`src/cms_pkg.sv`:
```
// Package: types, constants and hash constants for the count-min sketch.
`timescale 1ns / 1ps
package cms_pkg;
   localparam int ROWS      = 4;
   localparam int MAX_WIDTH = 1024;
   localparam int STORE     = ROWS * MAX_WIDTH;
   localparam int ADDR_W    = $clog2(STORE);
   localparam int ROW_W     = (ROWS > 1) ? $clog2(ROWS) : 1;
   localparam int LANE_W    = $clog2(MAX_WIDTH + 1);

   localparam logic [63:0] MIX1  = 64'hff51afd7ed558ccd;
   localparam logic [63:0] MIX2  = 64'hc4ceb9fe1a85ec53;
   localparam logic [63:0] GOLD  = 64'h9E3779B97F4A7C15;
   localparam logic [63:0] ROWK  = 64'hBF58476D1CE4E5B9;

   typedef enum logic [1:0] {
      ACT_RECORD  = 2'd0,
      ACT_ESTIMATE = 2'd1,
      ACT_COMPARE = 2'd2,
      ACT_NONE    = 2'd3
   } action_type;

   localparam logic [1:0] REG_ENABLE = 2'd0;
   localparam logic [1:0] REG_WIDTH  = 2'd1;
   localparam logic [1:0] REG_AGING  = 2'd2;

   typedef struct packed {
      logic [1:0]  action;
      logic [31:0] page;
      logic [31:0] victim_page;
      logic        has_victim;
   } req_type;

   typedef struct packed {
      logic [7:0] estimate;
      logic [7:0] victim_estimate;
      logic       loses;
   } rsp_type;

   // hash unit handshake
   typedef struct packed {
      logic        start;
      logic [31:0] page;
      logic [ROW_W-1:0] row;
   } hreq_type;

   typedef struct packed {
      logic              done;
      logic [ADDR_W-1:0] addr;
   } hrsp_type;

   typedef enum logic [3:0] {
      ST_IDLE, ST_CLEAR, ST_AGE_MOD, ST_AGE_RD, ST_AGE_WR, ST_HASH, ST_HWAIT,
      ST_RD, ST_RDWAIT, ST_UPD, ST_NEXT, ST_DONE
   } state_type;

   typedef enum logic [3:0] {
      HS_IDLE, HS_M0, HS_M1, HS_M2, HS_M3, HS_SUM, HS_X1, HS_MUL1, HS_X2,
      HS_MUL2, HS_X3, HS_MOD, HS_OUT
   } hstate_type;
endpackage

```
`src/cms_hash.sv`:
```
// Multi-cycle hash unit: splitmix finalizer and modulo reduction per row.
`timescale 1ns / 1ps
module cms_hash import cms_pkg::*; (
   input  logic              clock,
   input  logic              reset,
   input  hreq_type          hreq,
   input  logic [LANE_W-1:0] width,
   output hrsp_type          hrsp
);
   hstate_type state_ff, state_in;
   logic [63:0] x_ff, x_in;
   logic [63:0] acc_ff, acc_in;
   logic [63:0] opa_ff, opa_in;
   logic [63:0] opb_ff, opb_in;
   logic [1:0]  pp_ff, pp_in;
   logic [6:0]  bit_ff, bit_in;
   logic [LANE_W-1:0] rem_ff, rem_in;
   logic [ROW_W-1:0]  row_ff, row_in;
   logic [31:0] prod;
   logic [63:0] pp_sh;
   logic [LANE_W:0] rsh;

   // 32x32 partial products, three per 64x64 low product
   always_comb begin
      case (pp_ff)
         2'd0: prod = opa_ff[31:0] * opb_ff[31:0];
         2'd1: prod = opa_ff[31:0] * opb_ff[63:32];
         2'd2: prod = opa_ff[63:32] * opb_ff[31:0];
         default: prod = '0;
      endcase
   end

   // full 64-bit low product needs the low x low partial at full width
   logic [63:0] lowprod;
   assign lowprod = 64'(opa_ff[31:0]) * 64'(opb_ff[31:0]);

   always_comb begin
      case (pp_ff)
         2'd0: pp_sh = lowprod;
         default: pp_sh = {prod, 32'd0};
      endcase
   end

   assign rsh = {rem_ff, x_ff[bit_ff[5:0]]};

   always_comb begin
      state_in = state_ff;
      x_in = x_ff; acc_in = acc_ff; opa_in = opa_ff; opb_in = opb_ff;
      pp_in = pp_ff; bit_in = bit_ff; rem_in = rem_ff; row_in = row_ff;
      case (state_ff)
         HS_IDLE: if (hreq.start) begin
            row_in = hreq.row;
            opa_in = {32'd0, hreq.page};
            opb_in = GOLD;
            acc_in = '0; pp_in = '0;
            state_in = HS_M0;
         end
         HS_M0, HS_MUL1, HS_MUL2: begin
            acc_in = acc_ff + pp_sh;
            if (pp_ff == 2'd2) begin
               pp_in = '0;
               case (state_ff)
                  HS_M0:   state_in = HS_SUM;
                  HS_MUL1: state_in = HS_X2;
                  default: state_in = HS_X3;
               endcase
            end else pp_in = pp_ff + 2'd1;
         end
         HS_SUM: begin
            x_in = acc_ff + 64'(row_ff) * ROWK;
            state_in = HS_X1;
         end
         HS_X1: begin
            opa_in = x_ff ^ (x_ff >> 33); opb_in = MIX1;
            acc_in = '0; pp_in = '0; state_in = HS_MUL1;
         end
         HS_X2: begin
            opa_in = acc_ff ^ (acc_ff >> 33); opb_in = MIX2;
            acc_in = '0; pp_in = '0; state_in = HS_MUL2;
         end
         HS_X3: begin
            x_in = acc_ff ^ (acc_ff >> 33);
            rem_in = '0; bit_in = 7'd63; state_in = HS_MOD;
         end
         HS_MOD: begin
            // restoring division, one bit per cycle
            if (rsh >= (LANE_W+1)'(width)) rem_in = LANE_W'(rsh - (LANE_W+1)'(width));
            else rem_in = LANE_W'(rsh);
            if (bit_ff == 7'd0) state_in = HS_OUT;
            else bit_in = bit_ff - 7'd1;
         end
         HS_OUT: state_in = HS_IDLE;
         default: state_in = HS_IDLE;
      endcase
   end

   logic [ADDR_W+LANE_W-1:0] lane;
   assign lane = (ADDR_W+LANE_W)'(row_ff) * (ADDR_W+LANE_W)'(width)
               + (ADDR_W+LANE_W)'(rem_ff);

   always_comb begin
      hrsp.done = (state_ff == HS_OUT);
      hrsp.addr = (lane < (ADDR_W+LANE_W)'(STORE)) ? ADDR_W'(lane) : '0;
   end

   always_ff @(posedge clock) begin
      if (reset) state_ff <= HS_IDLE;
      else state_ff <= state_in;
      x_ff <= x_in; acc_ff <= acc_in; opa_ff <= opa_in; opb_ff <= opb_in;
      pp_ff <= pp_in; bit_ff <= bit_in; rem_ff <= rem_in; row_ff <= row_in;
   end
endmodule

```
`config.mk`:
```
export PLATFORM = sky130hd
export DESIGN_NAME = cms_hash
export DESIGN_NICKNAME = d
export VERILOG_FILES = /design/src/cms_pkg.sv /design/src/cms_hash.sv
export SDC_FILE = /design/constraint.sdc
export NUM_CORES = 2
export LEC_CHECK = 0
export BUFFER_PORTS_ARGS = -buffer_cell sky130_fd_sc_hd__buf_4
export CORE_UTILIZATION = 45
export DETAILED_ROUTE_END_ITERATION = 7
export PLACE_DENSITY_LB_ADDON = 0.15
export SLEW_MARGIN = 10
export SYNTH_ARGS = -nofsm -noshare
export SYNTH_HDL_FRONTEND = slang
export SYNTH_SLANG_ARGS = --single-unit
```
`constraint.sdc`:
```
create_clock -name clock -period 15.05 [get_ports clock]
set_clock_uncertainty 0.05 [all_clocks]
set_input_delay 0.7525 -clock clock [delete_from_list [all_inputs] [get_ports clock]]
set_output_delay 0.7525 -clock clock [all_outputs]
set_load 0.02 [all_outputs]
```
==> qor.txt <==
postcts setup bufs - 0
post-synth net total - 9685
P&R area growth vs syn - 5.74%
Worst path slowest cell - edfxtp_1
clock root cell - clkbuf_16
EDFF count, synth - 220
critical path's top delay family - adder cells
vias in the first global route - 56994
Fin. Hold Viols - 0
Die ar. - 161000 µm²
Tmin final - 12.93 ns
critical path type - flop to flop
die height - 401 µm
Hold-fix buffers, CTS - 0
Synth area leader - fa_1
DRT iter0 DRCs - 4971
Starting Density - 0.453
I/O Buffers - 60
CP endpoint kind - flop
final slew viol count - 0
Syn. warnings - 0
chip width - 401 µm
TritonCTS clock tree - built
Final #Nets - 9678
Clk pin slew, worst setup/hold paths - 0.06 ns
required time of the critical path - 15.27 ns
critical-path maximum fanout - 15
final number of setup-violating endpoints - 0
clk_lat worst skew - 0.58 ns
number of synthesized register bits - 224
total track usage - 0.361
antenna violations before repair - 14
row cnt - 146
main flop type after synthesis - edfxtp_1
Crit path top cell by count - fa_1
Max-cap violations - 0
unrepaired setup endpoints after global routing - false
largest net degree at the start of global routing - 76
Worst Max-Slew Pin Slew - 1.25 ns
CP arrival - 13.14 ns
Buf/Inv on CP - 5
IO Pins - 61
grt total ovfl - 0
CTS H-Tree Depth - 2
Fin Setup TNS - 0 ns
core area - 158000 µm²
Synth Area per Inst - 9.78 µm²
Post-Syn Area - 71600 µm²
slowest cell delay on critical path - 1.15 ns
Async S/R FF share, synth - 0
CTS Buffer Depth - 3
Final Cycle Share - 0.859
routability cong. - 1.09
# DRC - 0
placed wire-length estimate - 248000 µm
run status - finished clean
CTS Buf Count - 35
detailed-route via count - 53254
DRT Wirelength - 285000 µm
DRT Pass-1 Iters - 6
ANT nets after route - 0
top cell type's share of synthesized area - 0.394
Syn Inst Count - 7323
type of origin of the critical path - flop
# resized after CTS - 0
headroom to the max-slew limit - 0.168
layout cells sized above 1 - 0.0368
wire length per cell - 30.3 µm
hold crit path type - input pin to flop
CTS Sinks - 224
Area contributors post-synth - fa_1 39%, ha_1 16%, edfxtp_1 9.2%
first-pass GRT wire length - 412000 µm
sequential area share after synthesis - 0.0934
fmax - 77.4 MHz
DR vias/cell - 5.66
Yosys cell types - 95
## final timing paths
path	from	to	slack, ns	depth (start not counted)
setup / recovery	opa_ff[13]$_DFFE_PP_	acc_ff[60]$_SDFFCE_PN0P_	2.12	38
hold / removal	hreq[1]	row_ff[1]$_DFFE_PP_	0.31	1
setup reg to reg	opa_ff[13]$_DFFE_PP_	acc_ff[60]$_SDFFCE_PN0P_	2.12	38
hold reg to reg	bit_ff[6]$_SDFFCE_PN0P_	bit_ff[6]$_SDFFCE_PN0P_	0.56	2
## synthesized netlist by cell type (12+ instances only)
cell      number
fa_1        1408
nand4_1       21
xnor2_1      386
o21bai_1      70
nor2b_1       44
buf_1         16
ha_1         906
a211oi_1      17
nor3_1        42
a21o_1       182
o22ai_1       31
a221o_1       12
a21boi_0      14
nand2_1      464
a22oi_1       22
and3_1        24
xor2_1       150
clkbuf_1     158
buf_2         14
nand2b_1      42
o21ai_1       15
a31oi_1       26
a22o_1        33
mux4_2        21
a21oi_1      292
mux2i_1       14
o31ai_1       15
edfxtp_1     220
o221ai_1      31
o21a_1        31
nand3_1       67
and2_1       164
inv_1       1738
nor2_1       275
o21ai_0      159
o211ai_1      12
## cell type report
cell class              instances  area (µm²)
flip-flops and latches        224        6690
clock buffers                  40         895
diodes                          2        5.00
repair buffers                144        1100
multi-input cells            5154       57700
well taps                    2072        2590
fillers                     15147       82500
clock inverters                20         165
inverters                    1757        6600
## worst register-to-register path, delay by kind of cell, from the launching register on
family / cells / cell delay (ns)
AOI/OAI and AO/OA: 17 / 4.04
xor gates and xnor gates: 2 / 0.57
buffers and inverters: 5 / 0.87
adders and majority gates: 10 / 4.85
and+or+nand+nor: 4 / 1.11
DFF: 1 / 1.15
## metrics by stage
stage | instance area [µm²] | instances | worst slack (ns) | hold slack (ns) | utilization
3_5_place_dp | 74600 | 9351 | 2.42 | 0.557 | 0.472
6_report | 75700 | 9413 | 2.12 | 0.306 | 0.479
5_1_grt | 75700 | 9413 | 1.81 | 0.292 | 0.479
2_1_floorplan | 71600 | 7323 | 4.64 | 0.478 | -
3_3_place_gp | 74600 | 9349 | 2.15 | 0.545 | 0.472
4_1_cts | 75700 | 9411 | 2.32 | 0.286 | 0.479
## cells by family (layout without fill, tap and decap cells)
logic type / count (synthesis) / in the layout / synth area share
xor gates and xnor gates: 537 / 537 / 0.0659
muxes: 38 / 38 / 0.00903
and+or+nand+nor: 1204 / 1204 / 0.0787
AOI/OAI and AO/OA: 1057 / 1057 / 0.0983
DFF: 224 / 224 / 0.0934
buffers and inverters: 1945 / 1961 / 0.102
adders and majority gates: 2318 / 2318 / 0.553
other: 0 / 2 / 0
## state kept, by name, indices dropped and copies added (netlist names)
register / cells
acc_ff: 64
opa_ff: 64
x_ff: 64
rem_ff: 11
bit_ff: 7
opb_ff: 6
state_ff: 4
pp_ff: 2
row_ff: 2
## cell usage in the layout (no fill, tap or decap), types with 150 or more instances in the layout
cell type,n
ha_1,906
a21o_1,182
nor2_1,274
xor2_1,150
xnor2_1,386
fa_1,1408
and2_1,163
inv_1,1738
nand2_1,462
a21oi_1,291
edfxtp_1,220
o21ai_0,158
## per-layer routing
metal | track usage | wire length (µm) | part of all wire
met3 | 0.0724 | 23000 | 0.081
met2 | 0.568 | 129000 | 0.45
met1 | 0.465 | 113000 | 0.40
met5 | 0 | 54 | 0.00019
met4 | 0.203 | 20200 | 0.071
Power is left out: the tool's default activity adds up to more than one toggle a clock period on the data nets, which glitch-free logic cannot reach.
